[config.mk]
export PLATFORM = sky130hd
export DESIGN_NAME = cwm_queue
export DESIGN_NICKNAME = d
export VERILOG_FILES = /design/src/rtl/cwm_pkg.sv /design/src/rtl/cwm_queue.sv
export SDC_FILE = /design/constraint.sdc
export NUM_CORES = 1
export LEC_CHECK = 0
export ABC_AREA = 1
export BUFFER_PORTS_ARGS = -buffer_cell sky130_fd_sc_hd__buf_2
export CAP_MARGIN = 0
export CORE_MARGIN = 2
export CORE_UTILIZATION = 42
export DETAILED_ROUTE_END_ITERATION = 10
export HOLD_SLACK_MARGIN = 0.06
export MAX_ROUTING_LAYER = met4
export PLACE_DENSITY_LB_ADDON = 0.1
export SKIP_CTS_REPAIR_TIMING = 1
export SYNTH_ARGS = -nofsm -noshare
export SYNTH_HDL_FRONTEND = slang
export SYNTH_SLANG_ARGS = --single-unit
[constraint.sdc]
create_clock -name i_clk -period 3.7 [get_ports i_clk]
set_input_delay 0.185 -clock i_clk [delete_from_list [all_inputs] [get_ports i_clk]]
set_output_delay 0.185 -clock i_clk [all_outputs]
set_load 0.02 [all_outputs]
[src/rtl/cwm_pkg.sv]
// ----------------------------------------------------------------------------
// cwm_pkg: shared definitions for the clipped window median filter
// Default sizes, pixel widths, register codes, item codes and queue status.
// ----------------------------------------------------------------------------
package cwm_pkg;

    localparam int WINDOW_DEF    = 3;
    localparam int MAX_WIDTH_DEF = 1024;

    localparam int CH_W   = 8;
    localparam int PIX_W  = 3 * CH_W;
    localparam int CFG_W  = 16;
    localparam int IMG_WW = 11;
    localparam int IMG_HW = 16;

    localparam logic [IMG_WW-1:0] WIDTH_RESET  = 11'd640;
    localparam logic [IMG_HW-1:0] HEIGHT_RESET = 16'd480;

    // window queue between front and back
    localparam int Q_DEPTH = 4;
    localparam int Q_CNT_W = $clog2(Q_DEPTH + 1);
    localparam int Q_PTR_W = $clog2(Q_DEPTH);

    typedef enum logic [0:0] {
        CFG_IMAGE_WIDTH  = 1'b0,
        CFG_IMAGE_HEIGHT = 1'b1
    } t_cfg_idx;

    typedef enum logic [0:0] {
        OP_PIXEL = 1'b0,
        OP_FLUSH = 1'b1
    } t_op;

    typedef struct packed {
        logic [Q_CNT_W-1:0] count;
    } t_qstat;

    // one queue entry: window pixels, per-slot valid mask, last flag
    function automatic int entry_w(input int window);
        int span;
        span = 2 * (window / 2) + 1;
        return span * span * (PIX_W + 1) + 1;
    endfunction

endpackage

[src/rtl/cwm_queue.sv]
// ----------------------------------------------------------------------------
// cwm_queue: short window queue
// Decouples the line store fetch from the median pipeline.
// ----------------------------------------------------------------------------
module cwm_queue #(
    parameter int DW = 8
) (
    input  logic            i_clk,
    input  logic            i_rst_n,
    input  logic            i_push,
    input  logic [DW-1:0]   i_data,
    input  logic            i_pop,
    output logic [DW-1:0]   o_data,
    output cwm_pkg::t_qstat o_qstat
);
    import cwm_pkg::*;

    logic [DW-1:0]      r_mem [Q_DEPTH];
    logic [Q_PTR_W-1:0] r_head;
    logic [Q_PTR_W-1:0] r_tail;
    logic [Q_CNT_W-1:0] r_count;

    always_ff @(posedge i_clk) begin
        if (!i_rst_n) begin
            r_head  <= '0;
            r_tail  <= '0;
            r_count <= '0;
        end else begin
            if (i_push) begin
                r_tail <= r_tail + Q_PTR_W'(1);
            end
            if (i_pop) begin
                r_head <= r_head + Q_PTR_W'(1);
            end
            r_count <= r_count + Q_CNT_W'(i_push) - Q_CNT_W'(i_pop);
        end
    end

    always_ff @(posedge i_clk) begin
        if (i_push) begin
            r_mem[r_tail] <= i_data;
        end
    end

    assign o_data        = r_mem[r_head];
    assign o_qstat.count = r_count;

`ifndef SYNTHESIS
    a_no_overflow: assert property (@(posedge i_clk) disable iff (!i_rst_n)
        i_push |-> (int'(r_count) < Q_DEPTH || i_pop))
        else $error("window queue overflow");
    a_no_underflow: assert property (@(posedge i_clk) disable iff (!i_rst_n)
        i_pop |-> (r_count != '0))
        else $error("window queue underflow");
`endif
endmodule

==> flow_summary.toml, run 1 <==
[hold_path]
timing.hold.worst_endpoint = "r_mem[0][6]"
hold_path.class = "in -> reg"
hold_depth = 1
hold_path_startpoint = "i_data[6]"

[placement]
gpl.final_weighted_congestion = 0.740
numPortBuffers = 22
dp_worst_setup_slack_ps = 2080
placed_cell_area_um2 = 1790
place.detailed.hpwl_um = 1890
dpl.cell_count = 207

[grt]
number_of_global_route_vias_before_repair = 1013
antenna_found_initial = 0
grt_first_pass_wirelength_um = 4540
track_usage_pct = 14.6
grt_remaining_overflow = 0
grt_start_max_net_pins = 19

[worst_setup_path]
reg2reg_slack_ps = 2140
required_ps = 3510
crit-reg2reg-capture = "o_qstat[2]"
worst_setup_path_start_kind = "register"
critPathMaxFanout = 18
worst_endpoint_data_arrival_time_ps = 1710
worstSetupPathType = "reg -> out"
r2r-start = "o_qstat[0]"
endpoint_kind = "primary output"
reg2reg_depth = 8

[synthesis]
syn-cell-area_um2 = 1660
netlist_instances = 141
synth_warnings = 0
synthXorXnorAreaFrac_pct = 0
synth-seq-cells = 41
yosys.area_share.adder_pct = 5.71
synthesis.nets = 160
synth.area.mux_share_pct = 0
synth_top_family_by_area = "compound AO/OA/AOI/OAI gates"
synth_seq_area_share_pct = 68.6
synthDistinctLibCells = 15
synth-compound-area-share_pct = 10.2
post_synth.cell_area_avg_um2 = 11.8
yosys.area_share.simple_pct = 8.20

[route]
drtPass1Iterations = 4
detail_route.wl_per_cell_um = 12.7
initialDrtViolationCount = 45
postRouteWirelength_um = 2740
drc = 0
routed-via-count = 1012
post_drt_via_cell_ratio = 4.71
ant_nets = 0

[final_layout]
fin_util_pct = 50.0
layout_common_cells = "32 x sky130_fd_sc_hd__edfxtp_1, 24 x sky130_fd_sc_hd__nor2_1, 22 x sky130_fd_sc_hd__buf_2, 18 x sky130_fd_sc_hd__inv_1, 18 x sky130_fd_sc_hd__o21ai_1"
final_std_cells_w_o_fill = 215
postLayoutCellArea_um2 = 1870
drive_above_1_share_pct = 19.2
layout_commonest_cell = "sky130_fd_sc_hd__edfxtp_1"
num-fill-cells = 362
nNetsFinal = 185
insertedDiodeCount = 0
flow.area_growth_from_synthesis_pct = 12.5

[power]
power_mw = 0.949
power.density_nw_per_um2 = 507
worst_ir_drop_vdd_uv = 268
power.leakage_nw = 0.781

[floorplanning]
placement_rows = 22
die_width_um = 66.9
starting_density_of_the_core_pct = 44.5
placeable_core_region_um2 = 3740
pin_count = 23
die_height_um = 66.9
dieArea_um2 = 4480

[sta]
final.setup_skew_ps = 4.09
maxClockFrequency_ghz = 0.527
setup_total_negative_slack_ps = 0
final_min_period_over_clock_period_pct = 51.3
tightest_slew_ps = 697
grt_setup_unrepaired = "false"
setup_slack_ps = 1800
max_slew_margin_pct = 53.5
final_max_slew_violation_count = 0
finish_stage_setup_viols = 0
hold_viol_final = 0
hold_ws_ps = 111
finalWorstPathRequiredPeriod_ps = 1900

[clock_tree]
clock_latency_at_the_later_pin_of_the_worst_skew_pair_ps = 280
cts.reportedPaths.clkPinSlew_ps = 70
tritoncts = "yes"
cts.sinks = 41
cts-root-to-sink-buffers = 2
cts_inserted_buffers = 5
clockRootBuffer = "sky130_fd_sc_hd__clkbuf_8"
htree_levels = 2

[run]
cap_viol_max_count = 0

[outcome]
run_status = "completed"
worst max path at each step:
stage	slack [ps]	start	endpoint	cells past startpoint
4_1_cts	1760	register	o_data[5]	4
3_3_place_gp	2160	register	o_data[7]	4
2_1_floorplan	2070	o_qstat[0]	o_qstat[2]	8
3_5_place_dp	2080	register	o_data[5]	4
6_report	1800	register	o_data[7]	4
5_1_grt	1640	register	o_data[0]	4
critical path, stage by stage (launching register included):
cell	delay, ps
sky130_fd_sc_hd__dfxtp_1	770
sky130_fd_sc_hd__inv_4	190
sky130_fd_sc_hd__o21ai_0	210
sky130_fd_sc_hd__o21ai_1	90
sky130_fd_sc_hd__buf_2	160
layout make-up:
cell class | instances | area, µm² | area share, %
well taps | 48 | 60.1 | 3.21
inverters | 20 | 77.6 | 4.14
flip-flops and latches | 41 | 1140 | 61.0
multi-input cells | 76 | 400 | 21.4
repair buffers | 22 | 110 | 5.88
clock buffers | 6 | 72.6 | 3.88
clock inverters | 2 | 10.0 | 0.535
kinds of logic (layout without fill, tap and decap cells):
group,count (synthesis),count (layout)
flip-flops,41,41
AND/OR/NAND/NOR,36,36
AO/OA/AOI/OAI,33,33
buffers and inverters,24,50
adder cells (fa/ha/maj),7,7
layer usage:
layer / global-route usage, % / vias up / share of wire, %
met3: 5.24 / 4 / 3.9
met4: 4.59 / 0 / 1.1
met2: 24.5 / 19 / 52
li1: - / 519 / -
met5: - / - / 0
met1: 16.3 / 470 / 43
power by group:
group	switching (mW)	internal [mW]
registers	0.0168	0.525
clock network	0.138	0.130
logic	0.0904	0.0474
cells in the mapped netlist:
cell type,instances,share of area (%)
sky130_fd_sc_hd__inv_1,18,4.1
sky130_fd_sc_hd__nor2_1,24,5.4
sky130_fd_sc_hd__edfxtp_1,32,58
sky130_fd_sc_hd__o21ai_0,10,3.0
sky130_fd_sc_hd__nand2_1,11,2.5
sky130_fd_sc_hd__a21oi_2,1,0.53
sky130_fd_sc_hd__a21oi_1,4,1.2
sky130_fd_sc_hd__inv_2,1,0.23
sky130_fd_sc_hd__buf_6,4,2.7
sky130_fd_sc_hd__inv_4,1,0.38
sky130_fd_sc_hd__o21ai_1,18,5.4
sky130_fd_sc_hd__fa_1,1,1.2
sky130_fd_sc_hd__dfxtp_1,9,11
sky130_fd_sc_hd__ha_1,6,4.5
sky130_fd_sc_hd__nand3_1,1,0.30
sequential cells by signal, indices dropped and copies added (netlist names), named ones only:
register,count
r_tail,2
r_head,2
o_qstat,3
r_mem,32
(Power assumes the default switching activity.)
==> run 2, diff against run 1 <==
- clock period: 3.7 -> 1.8 ns (I/O delays scaled with it)
==> flow_summary.toml, run 2 (synthesis results as in run 1) <==
[worst_setup_path]
r2r-start = "o_qstat[0]"
cp_num_cells = 6
critical_path.slowest_cell = "sky130_fd_sc_hd__dfxtp_1"
worst_endpoint_data_arrival_time_ps = 1530
crit-reg2reg-capture = "o_qstat[2]"
setup.worst_path.end = "o_data[5]"
reg2reg_slack_ps = 220
cp_num_buf_inv = 2
critical_path.cell_chain = "buf_4 -> nor2_1 -> nor2_1 -> o21ai_1 -> o21ai_1 -> buf_2"
worst_path_largest_cell_delay_ps = 580
worst_setup_path_start_kind = "register"
worst_path_dominant_cell_family = "flip-flops"
worstSetupPathType = "reg -> out"
reg2reg_depth = 8
required_ps = 1710
endpoint_kind = "primary output"
critPathMaxFanout = 10

[sta]
finalWorstPathRequiredPeriod_ps = 1620
finish_stage_setup_viols = 0
max_slew_margin_pct = 71.8
final.setup_skew_ps = 5.17
grt_setup_unrepaired = "false"
final_max_slew_violation_count = 0
setup_slack_ps = 180
final_min_period_over_clock_period_pct = 90.0
maxClockFrequency_ghz = 0.617
tightest_slew_ps = 423
hold_viol_final = 0
setup_total_negative_slack_ps = 0

[floorplanning]
dieArea_um2 = 4480
die_width_um = 66.9
starting_density_of_the_core_pct = 44.5
placement_rows = 22
pin_count = 23
placeable_core_region_um2 = 3740
die_height_um = 66.9

[route]
drtPass1Iterations = 4
routed-via-count = 1032
post_drt_via_cell_ratio = 4.59
detail_route.wl_per_cell_um = 12.3
drc = 0
initialDrtViolationCount = 60
postRouteWirelength_um = 2770
ant_nets = 0

[placement]
dp_worst_setup_slack_ps = 232
gpl.final_weighted_congestion = 0.644
numPortBuffers = 22
place.detailed.hpwl_um = 1920

[power]
worst_ir_drop_vdd_uv = 492
combPwrFrac_pct = 14.3
power_mw = 2.16
intPower_mw = 1.65
power.density_nw_per_um2 = 1080
power.leakage_nw = 0.838
clockPowerShare_pct = 34.4
power_frac_seq_pct = 51.4
sw_frac_of_total_pct = 23.8
netSwitchingPower_mw = 0.514

[final_layout]
largest_register_ff_count = 32
nNetsFinal = 195
num-fill-cells = 349
fin_util_pct = 53.4
regArea_um2 = 1140
layout_common_cells = "32 x sky130_fd_sc_hd__edfxtp_1, 24 x sky130_fd_sc_hd__nor2_1, 22 x sky130_fd_sc_hd__buf_2, 18 x sky130_fd_sc_hd__inv_1, 18 x sky130_fd_sc_hd__o21ai_1"
insertedDiodeCount = 0
layout_commonest_cell = "sky130_fd_sc_hd__edfxtp_1"
flow.area_growth_from_synthesis_pct = 20.2
regMostFlops = "r_mem"
multi_input_comb_area_um2 = 400
drive_above_1_share_pct = 19.2

[grt]
grt_remaining_overflow = 0
gr_met2_demand_resource_pct = 24.6
number_of_global_route_vias_before_repair = 996
gr-max-usage-layer = "met2"
antenna_found_initial = 0
groute.layer.met3.usage_pct = 5.07
grt_util_met1_pct = 15.7
track_usage_pct = 14.6
grt_first_pass_wirelength_um = 4440
grt_start_max_net_pins = 16

[clock_tree]
cts.sinks = 41
cts.reportedPaths.clkPinSlew_ps = 70
clockRootBuffer = "sky130_fd_sc_hd__clkbuf_8"
htree_levels = 2
clock_latency_at_the_later_pin_of_the_worst_skew_pair_ps = 280
cts_inserted_buffers = 5
cts-root-to-sink-buffers = 2
tritoncts = "yes"

[outcome]
run_status = "completed"

[hold_path]
hold_path.class = "in -> reg"

[run]
cap_viol_max_count = 0
## run 2: cell types whose count changed in the layout (fill, tap and decap cells not counted), sizes merged
cell / delta
dlygate4sd3: +8
clkinv: -2
bufinv: +1
clkbuf: +1
buf: +2
## run 2: layout make-up
class                      instances  area share [%]
inverter                          20            3.88
timing repair buffer              32            10.3
clock inverter                     1            1.50
tap                               48            3.00
clock buffer                       7            4.32
multi-input combinational         76            20.0
sequential                        41            57.0
## run 2: layer usage
metal	up-vias	share of wire [%]
li1	540	-
met1	469	45
met2	18	49
met3	5	4.2
met4	0	1.8
met5	-	0
## run 2: worst min-delay path, delay by kind of cell
kind          cells  cell delay (ps)
simple gates      1               60
buf+inv           2              170
## run 2: worst min-delay path by stage
stage                     cells past startpoint           to  slack (ps)      start
final                                         3   o_qstat[1]          70    i_rst_n
after global routing                          3   o_qstat[1]          70    i_rst_n
after CTS                                     1  r_mem[2][2]           8  i_data[2]
after detailed placement                      1  r_mem[3][4]         310  i_data[4]
after global placement                        1  r_mem[0][2]         300  i_data[2]
after floorplan                               2   o_qstat[1]         180    i_rst_n
## run 2: power groups by stage
stage               Combinational (mW)  Clock [mW]  Sequential [mW]
finish                           0.308       0.742             1.11
global route                     0.347       0.809             1.12
CTS                              0.301       0.757             1.11
detailed placement               0.301           0             1.13
global placement                 0.284           0             1.13
floorplan                        0.191           0             1.14
## run 2: metrics by stage
stage | instances | hold slack, ps | area [µm²]
6_report | 225 | 72.0 | 2000
5_1_grt | 225 | 73.0 | 2000
4_1_cts | 217 | 8.37 | 1920
3_5_place_dp | 209 | 310 | 1800
3_3_place_gp | 209 | 300 | 1800
2_1_floorplan | 141 | 183 | 1660
