==> src/rtl/cwm_pkg.sv <==
// ----------------------------------------------------------------------------
// cwm_pkg: shared definitions for the clipped window median filter
// Default sizes, pixel widths, register codes, item codes and queue status.
// ----------------------------------------------------------------------------
package cwm_pkg;

    localparam int WINDOW_DEF    = 3;
    localparam int MAX_WIDTH_DEF = 1024;

    localparam int CH_W   = 8;
    localparam int PIX_W  = 3 * CH_W;
    localparam int CFG_W  = 16;
    localparam int IMG_WW = 11;
    localparam int IMG_HW = 16;

    localparam logic [IMG_WW-1:0] WIDTH_RESET  = 11'd640;
    localparam logic [IMG_HW-1:0] HEIGHT_RESET = 16'd480;

    // window queue between front and back
    localparam int Q_DEPTH = 4;
    localparam int Q_CNT_W = $clog2(Q_DEPTH + 1);
    localparam int Q_PTR_W = $clog2(Q_DEPTH);

    typedef enum logic [0:0] {
        CFG_IMAGE_WIDTH  = 1'b0,
        CFG_IMAGE_HEIGHT = 1'b1
    } t_cfg_idx;

    typedef enum logic [0:0] {
        OP_PIXEL = 1'b0,
        OP_FLUSH = 1'b1
    } t_op;

    typedef struct packed {
        logic [Q_CNT_W-1:0] count;
    } t_qstat;

    // one queue entry: window pixels, per-slot valid mask, last flag
    function automatic int entry_w(input int window);
        int span;
        span = 2 * (window / 2) + 1;
        return span * span * (PIX_W + 1) + 1;
    endfunction

endpackage

==> src/rtl/cwm_back.sv <==
// ----------------------------------------------------------------------------
// cwm_back: median pipeline
// Rank each valid window value per channel and select the one at rank n/2.
// ----------------------------------------------------------------------------
module cwm_back #(
    parameter int WINDOW = cwm_pkg::WINDOW_DEF
) (
    input  logic                                i_clk,
    input  logic                                i_rst_n,
    input  cwm_pkg::t_qstat                     i_qstat,
    input  logic [cwm_pkg::entry_w(WINDOW)-1:0] i_entry,
    output logic                                o_pop,
    output logic                                o_valid,
    input  logic                                i_ready,
    output logic [cwm_pkg::CH_W-1:0]            o_red,
    output logic [cwm_pkg::CH_W-1:0]            o_green,
    output logic [cwm_pkg::CH_W-1:0]            o_blue,
    output logic                                o_last
);
    import cwm_pkg::*;

    localparam int HALF = WINDOW / 2;
    localparam int SPAN = 2 * HALF + 1;
    localparam int N    = SPAN * SPAN;
    localparam int NW   = $clog2(N + 1);
    localparam int EW   = entry_w(WINDOW);

    logic             en;
    logic [PIX_W-1:0] e_pix [N];
    logic [N-1:0]     e_valid;
    logic [N-1:0]     lt [3][N];
    logic [N-1:0]     sel [3];
    logic [CH_W-1:0]  med [3];

    logic             r_s1_v;
    logic [PIX_W-1:0] r_s1_pix [N];
    logic [N-1:0]     r_s1_valid;
    logic [NW-1:0]    r_s1_half;
    logic             r_s1_last;
    logic [N-1:0]     r_s1_lt [3][N];
    logic             r_s2_v;
    logic [PIX_W-1:0] r_s2_pix [N];
    logic [N-1:0]     r_s2_sel [3];
    logic             r_s2_last;
    logic             r_out_v;
    logic [CH_W-1:0]  r_out_ch [3];
    logic             r_out_last;

    // advance all stages together unless the result is held
    assign en    = !r_out_v || i_ready;
    assign o_pop = en && (i_qstat.count != '0);

    always_comb begin
        for (int i = 0; i < N; i++) begin
            e_pix[i] = i_entry[i * PIX_W +: PIX_W];
        end
        e_valid = i_entry[N * PIX_W +: N];
    end

    // pairwise order with ties broken by slot index gives unique ranks
    always_comb begin
        logic [CH_W-1:0] vi;
        logic [CH_W-1:0] vj;
        for (int ch = 0; ch < 3; ch++) begin
            for (int i = 0; i < N; i++) begin
                for (int j = 0; j < N; j++) begin
                    vi = e_pix[i][PIX_W - 1 - CH_W * ch -: CH_W];
                    vj = e_pix[j][PIX_W - 1 - CH_W * ch -: CH_W];
                    lt[ch][i][j] = e_valid[j] && ((vj < vi) || ((vj == vi) && (j < i)));
                end
            end
        end
    end

    always_comb begin
        for (int ch = 0; ch < 3; ch++) begin
            for (int i = 0; i < N; i++) begin
                sel[ch][i] = r_s1_valid[i] &&
                             (NW'($countones(r_s1_lt[ch][i])) == r_s1_half);
            end
        end
    end

    always_comb begin
        for (int ch = 0; ch < 3; ch++) begin
            med[ch] = '0;
            for (int i = 0; i < N; i++) begin
                if (r_s2_sel[ch][i]) begin
                    med[ch] = med[ch] | r_s2_pix[i][PIX_W - 1 - CH_W * ch -: CH_W];
                end
            end
        end
    end

    always_ff @(posedge i_clk) begin
        if (!i_rst_n) begin
            r_s1_v  <= 1'b0;
            r_s2_v  <= 1'b0;
            r_out_v <= 1'b0;
        end else if (en) begin
            r_s1_v  <= o_pop;
            r_s2_v  <= r_s1_v;
            r_out_v <= r_s2_v;
        end
    end

    always_ff @(posedge i_clk) begin
        if (en) begin
            r_s1_valid <= e_valid;
            r_s1_half  <= NW'($countones(e_valid) >> 1);
            r_s1_last  <= i_entry[EW-1];
            r_s2_last  <= r_s1_last;
            r_out_last <= r_s2_last;
            for (int i = 0; i < N; i++) begin
                r_s1_pix[i] <= e_pix[i];
                r_s2_pix[i] <= r_s1_pix[i];
            end
            for (int ch = 0; ch < 3; ch++) begin
                r_s2_sel[ch] <= sel[ch];
                r_out_ch[ch] <= med[ch];
                for (int i = 0; i < N; i++) begin
                    r_s1_lt[ch][i] <= lt[ch][i];
                end
            end
        end
    end

    assign o_valid = r_out_v;
    assign o_red   = r_out_ch[0];
    assign o_green = r_out_ch[1];
    assign o_blue  = r_out_ch[2];
    assign o_last  = r_out_last;
endmodule

==> config.mk <==
export PLATFORM = sky130hd
export DESIGN_NAME = cwm_back
export DESIGN_NICKNAME = d
export VERILOG_FILES = /design/src/rtl/cwm_pkg.sv /design/src/rtl/cwm_back.sv
export SDC_FILE = /design/constraint.sdc
export NUM_CORES = 2
export LEC_CHECK = 0
export ABC_AREA = 0
export ABC_CLOCK_PERIOD_IN_PS = 18500
export BUFFER_PORTS_ARGS = -buffer_cell sky130_fd_sc_hd__buf_4
export CORE_ASPECT_RATIO = 0.9
export CORE_UTILIZATION = 30
export DETAILED_ROUTE_END_ITERATION = 12
export PLACE_DENSITY = 0.56
export SLEW_MARGIN = 10
export SYNTH_ARGS = -nofsm -noshare
export SYNTH_HDL_FRONTEND = slang
export SYNTH_SLANG_ARGS = --single-unit
export TNS_END_PERCENT = 50
==> constraint.sdc <==
create_clock -name i_clk -period 18.5 [get_ports i_clk]
set_input_delay 0.925 -clock i_clk [delete_from_list [all_inputs] [get_ports i_clk]]
set_output_delay 0.925 -clock i_clk [all_outputs]
set_load 0.01 [all_outputs]
==> results by group <==
Status
  • Outcome: finished, final reports clean

Yosys
  • Number of synthesized register bits: 717
  • Top post-synthesis cells by area: sky130_fd_sc_hd__edfxtp_1, sky130_fd_sc_hd__ha_1, sky130_fd_sc_hd__fa_1, sky130_fd_sc_hd__a21oi_1, sky130_fd_sc_hd__inv_1
  • Number of distinct library cells after synthesis: 41
  • Post-synth EDFFs: 714
  • Fraction of the yosys area taken by sequential cells: 0.440
  • Synth Net Count: 5396
  • Leading register cell type out of synthesis: sky130_fd_sc_hd__edfxtp_1
  • Number of instances in the synthesized netlist: 4080
  • Total number of yosys warnings: 0
  • Post-synthesis average cell area: about 12 µm²
  • Total standard cell area after synthesis: 48800 µm²
  • Synth area leader: sky130_fd_sc_hd__edfxtp_1
  • Share of synthesized registers carrying an async set or reset: 0
  • Area share of the leading cell type in the synthesized netlist: 0.439

Routing
  • Initial DRC count: 3341
  • Count of TritonRoute iterations in the first routing pass: 8
  • Average wire per standard cell: 24.1 µm
  • Antenna-violating nets left: 0
  • Post-route DRC: 0
  • Wire length reported by the detailed router: 158 mm
  • Ratio of routed vias to standard cells: roughly 5.3
  • Overall via count from detail_route: 35100

GRT
  • Number of global-route vias before repair: 33500
  • Overall Global Routing Usage: 0.189
  • Maximum number of pins on one net before global-route repair: 176
  • Remaining Overflow, GRT: 0
  • Wire length of the first global-routing pass: 227 mm
  • Initial antenna violation count: 14

Clocking
  • Setup fix buffers added after clock tree synthesis: 0
  • Total CTS buffers: 82
  • Clock transition at the registers of the reported paths: 60 ps
  • H-Tree Depth: 3
  • Clock root buffer master: sky130_fd_sc_hd__clkbuf_16
  • Hold bufs inserted after CTS: 0
  • Maximum number of buffers from clock root to sink: 3
  • # resized after CTS: 0
  • Clock net sink count: 717
  • Clock tree from TritonCTS: yes
  • Skew-Pair Late Insertion Delay: 710 ps

Pwr
  • Leakage power: 0.0238 µW
  • Combinational group share of total power: 0.264
  • Switching portion of total power: 0.319
  • Part of the power in the clock network: 0.316
  • Internal cell power: between 3000 and 4000 µW
  • Share of total power in sequential cells: 0.420
  • Highest ir drop seen on vdd: 0.0717 mV
  • Switching power: about 1600 µW
  • Power density over the cells: 91.8 nW/µm²

Run
  • Maximum Capacitance Violations: 0

Placed design
  • Placed cells: 6425
  • Post-place setup slack: 13690 ps
  • RD Place Congestion: between 0.9 and 1
  • Count of input and output buffers: 258
  • HPWL Detailed: 118 mm

Floorplanning
  • Core outline area: 162000 µm²
  • Horizontal die dimension: 427 µm
  • Effective utilization at floorplan: 0.302
  • Total number of placement rows: 140
  • Y dimension of the die: 385 µm
  • Die outline area: ~160000 µm²
  • IO Count: 259

Setup path
  • Longest individual stage delay on the worst path: 950 ps
  • Ordered list of cells on the worst path: nor2b_1, inv_8, buf_12, buf_4, buf_4
  • Worst Path Max Fanout: 175
  • Worst path most repeated cell: sky130_fd_sc_hd__buf_4
  • Master of the slowest instance on the critical path: sky130_fd_sc_hd__buf_4
  • Arrival time at the worst endpoint: approximately 4500 ps
  • Reg-to-reg startpoint: o_valid$_SDFFE_PN0P_
  • Setup CP Type: reg2reg
  • Worst Setup End Kind: register
  • Worst R2R Setup Slack: ~14000 ps
  • Cell count of the worst reg-to-reg path: 5
  • Reg-to-reg critical path endpoint: r_s2_pix[0][22]$_DFFE_PP_
  • Worst setup SP type: register
  • Worst path required time: 18830 ps

STA
  • Setup TNS Final: 0 ps
  • Final worst-path setup slack: 14290 ps
  • Measured slew at the worst slew-check pin: 1090 ps
  • Worst hold margin: between 300 and 400 ps
  • Final Max Slew Viols: 0
  • Ratio of final minimum period to clock period: 0.228
  • Number of endpoints with negative hold slack in the final report: 0
  • Max Freq: 238 MHz
  • Setup-failing EPs final: 0
  • Final critical-path required period: 4210 ps
  • Tightest slew margin relative to the limit: 0.275
  • Worst clock skew on the final layout: 50.2 ps
  • RSZ-0062 raised after global routing: no

Final layout
  • Number of nets in the layout: 5695
  • Synth-to-Final Area Change: 14.6%
  • Utilization of the core after routing: 0.346
  • Final standard cell count with taps included and fillers excluded: 6582
  • Proportion of layout cells with a drive suffix above 1: 0.0879

Hold path
  • Start point of the worst min-delay path: r_s1_pix[0][150]$_DFFE_PP_
  • Worst hold path type: reg2reg
  • Endpoint, Worst Hold: r_s2_pix[0][150]$_DFFE_PP_
  • Hold Crit Depth: 0
==> routing by layer <==
layer	share of wire	wire (µm)	track usage	vias up
li1	-	-	-	16300
met1	0.45	71600	0.265	17300
met2	0.45	70800	0.295	1272
met3	0.069	10900	0.0271	251
met4	0.032	5090	0.0666	12
met5	0.00050	80	0	-
==> power groups by stage <==
stage / clock [µW] / sequential, µW / combinational (µW)
4_1_cts: 1660 / 2160 / 1360
3_3_place_gp: 0 / 2190 / 1310
3_5_place_dp: 0 / 2190 / 1360
5_1_grt: 1720 / 2170 / 1540
2_1_floorplan: 0 / 2120 / 932
6_report: 1620 / 2160 / 1360
==> worst max-delay path, delay by kind of cell, from the launching register on <==
family | cells | cell delay (ps)
buf+inv | 4 | 2880
flops | 1 | 300
simple gates | 1 | 220
==> layout make-up <==
cell class	count	area [µm²]
sequential	717	21500
clock buffer	96	2100
antenna	6	15.0
multi-input combinational	2894	25500
fill	15900	106000
inverter	415	1570
timing repair buffer	269	2030
tap	2130	2670
clock inverter	55	586
==> logic make-up after synthesis <==
kind of cell	Yosys count	share of synthesized area
XOR/XNOR	81	0.0145
adder cells (fa/ha/maj)	1084	0.295
AO/OA/AOI/OAI	983	0.126
AND/OR/NAND/NOR	745	0.0866
flip-flops	717	0.440
buffers and inverters	469	0.0373
multiplexers	1	0.000205
==> registers in the layout (all words and copies together) (netlist names) <==
register and cells:
o_last 1, o_valid 1, r_out_ch 24, r_s1_half 3, r_s1_last 1, r_s1_lt 216, r_s1_pix 216, r_s1_v 1
r_s1_valid 9, r_s2_last 1, r_s2_pix 216, r_s2_sel 27, r_s2_v 1
==> metrics by stage <==
step / power [µW] / instance area, µm²
detailed placement: 3550 / 53300
CTS: 5180 / 56000
floorplan: 3050 / 48800
global placement: 3500 / 53300
global route: 5430 / 56000
finish: 5140 / 56000
==> worst max path at each step <==
stage,cells after the start,startpoint,to
after floorplan,2,i_ready,o_last$_DFFE_PP_
after global placement,6,i_ready,r_s1_pix[0][45]$_DFFE_PP_
after detailed placement,6,i_ready,r_s1_pix[0][93]$_DFFE_PP_
after CTS,5,o_valid$_SDFFE_PN0P_,r_s2_pix[0][22]$_DFFE_PP_
after global routing,5,o_valid$_SDFFE_PN0P_,r_s2_pix[0][22]$_DFFE_PP_
final,5,o_valid$_SDFFE_PN0P_,r_s2_pix[0][22]$_DFFE_PP_
==> placed cells by master (no fill, tap or decap), types with 20 or more instances in the layout <==
cell type and n:
sky130_fd_sc_hd__a211o_1 73, sky130_fd_sc_hd__a21boi_0 46, sky130_fd_sc_hd__a21oi_1 391, sky130_fd_sc_hd__a221oi_1 24, sky130_fd_sc_hd__a222oi_1 24, sky130_fd_sc_hd__a22o_1 24
sky130_fd_sc_hd__a22oi_1 24, sky130_fd_sc_hd__and3_1 73, sky130_fd_sc_hd__and4_1 20, sky130_fd_sc_hd__buf_4 268, sky130_fd_sc_hd__clkbuf_16 82, sky130_fd_sc_hd__edfxtp_1 714
sky130_fd_sc_hd__fa_1 112, sky130_fd_sc_hd__ha_1 972, sky130_fd_sc_hd__inv_1 414, sky130_fd_sc_hd__nand2_1 99, sky130_fd_sc_hd__nand2b_1 41, sky130_fd_sc_hd__nand3_1 38
sky130_fd_sc_hd__nand4_1 216, sky130_fd_sc_hd__nor2_1 82, sky130_fd_sc_hd__nor2b_1 111, sky130_fd_sc_hd__nor3_1 29, sky130_fd_sc_hd__o211ai_1 108, sky130_fd_sc_hd__o21a_1 57
sky130_fd_sc_hd__o21ai_0 191, sky130_fd_sc_hd__xnor2_1 29, sky130_fd_sc_hd__xor2_1 52
==> synthesized netlist by cell type, types with 20 or more instances <==
cell type,n
sky130_fd_sc_hd__a211o_1,73
sky130_fd_sc_hd__a21boi_0,46
sky130_fd_sc_hd__a21oi_1,391
sky130_fd_sc_hd__a221oi_1,24
sky130_fd_sc_hd__a222oi_1,24
sky130_fd_sc_hd__a22o_1,24
sky130_fd_sc_hd__a22oi_1,24
sky130_fd_sc_hd__and3_1,73
sky130_fd_sc_hd__and4_1,20
sky130_fd_sc_hd__clkbuf_1,35
sky130_fd_sc_hd__edfxtp_1,714
sky130_fd_sc_hd__fa_1,112
sky130_fd_sc_hd__ha_1,972
sky130_fd_sc_hd__inv_1,415
sky130_fd_sc_hd__nand2_1,99
sky130_fd_sc_hd__nand2b_1,41
sky130_fd_sc_hd__nand3_1,38
sky130_fd_sc_hd__nand4_1,216
sky130_fd_sc_hd__nor2_1,82
sky130_fd_sc_hd__nor2b_1,111
sky130_fd_sc_hd__nor3_1,29
sky130_fd_sc_hd__o211ai_1,108
sky130_fd_sc_hd__o21a_1,57
sky130_fd_sc_hd__o21ai_0,191
sky130_fd_sc_hd__xnor2_1,29
sky130_fd_sc_hd__xor2_1,52
Power figures use the tool's default switching activity.
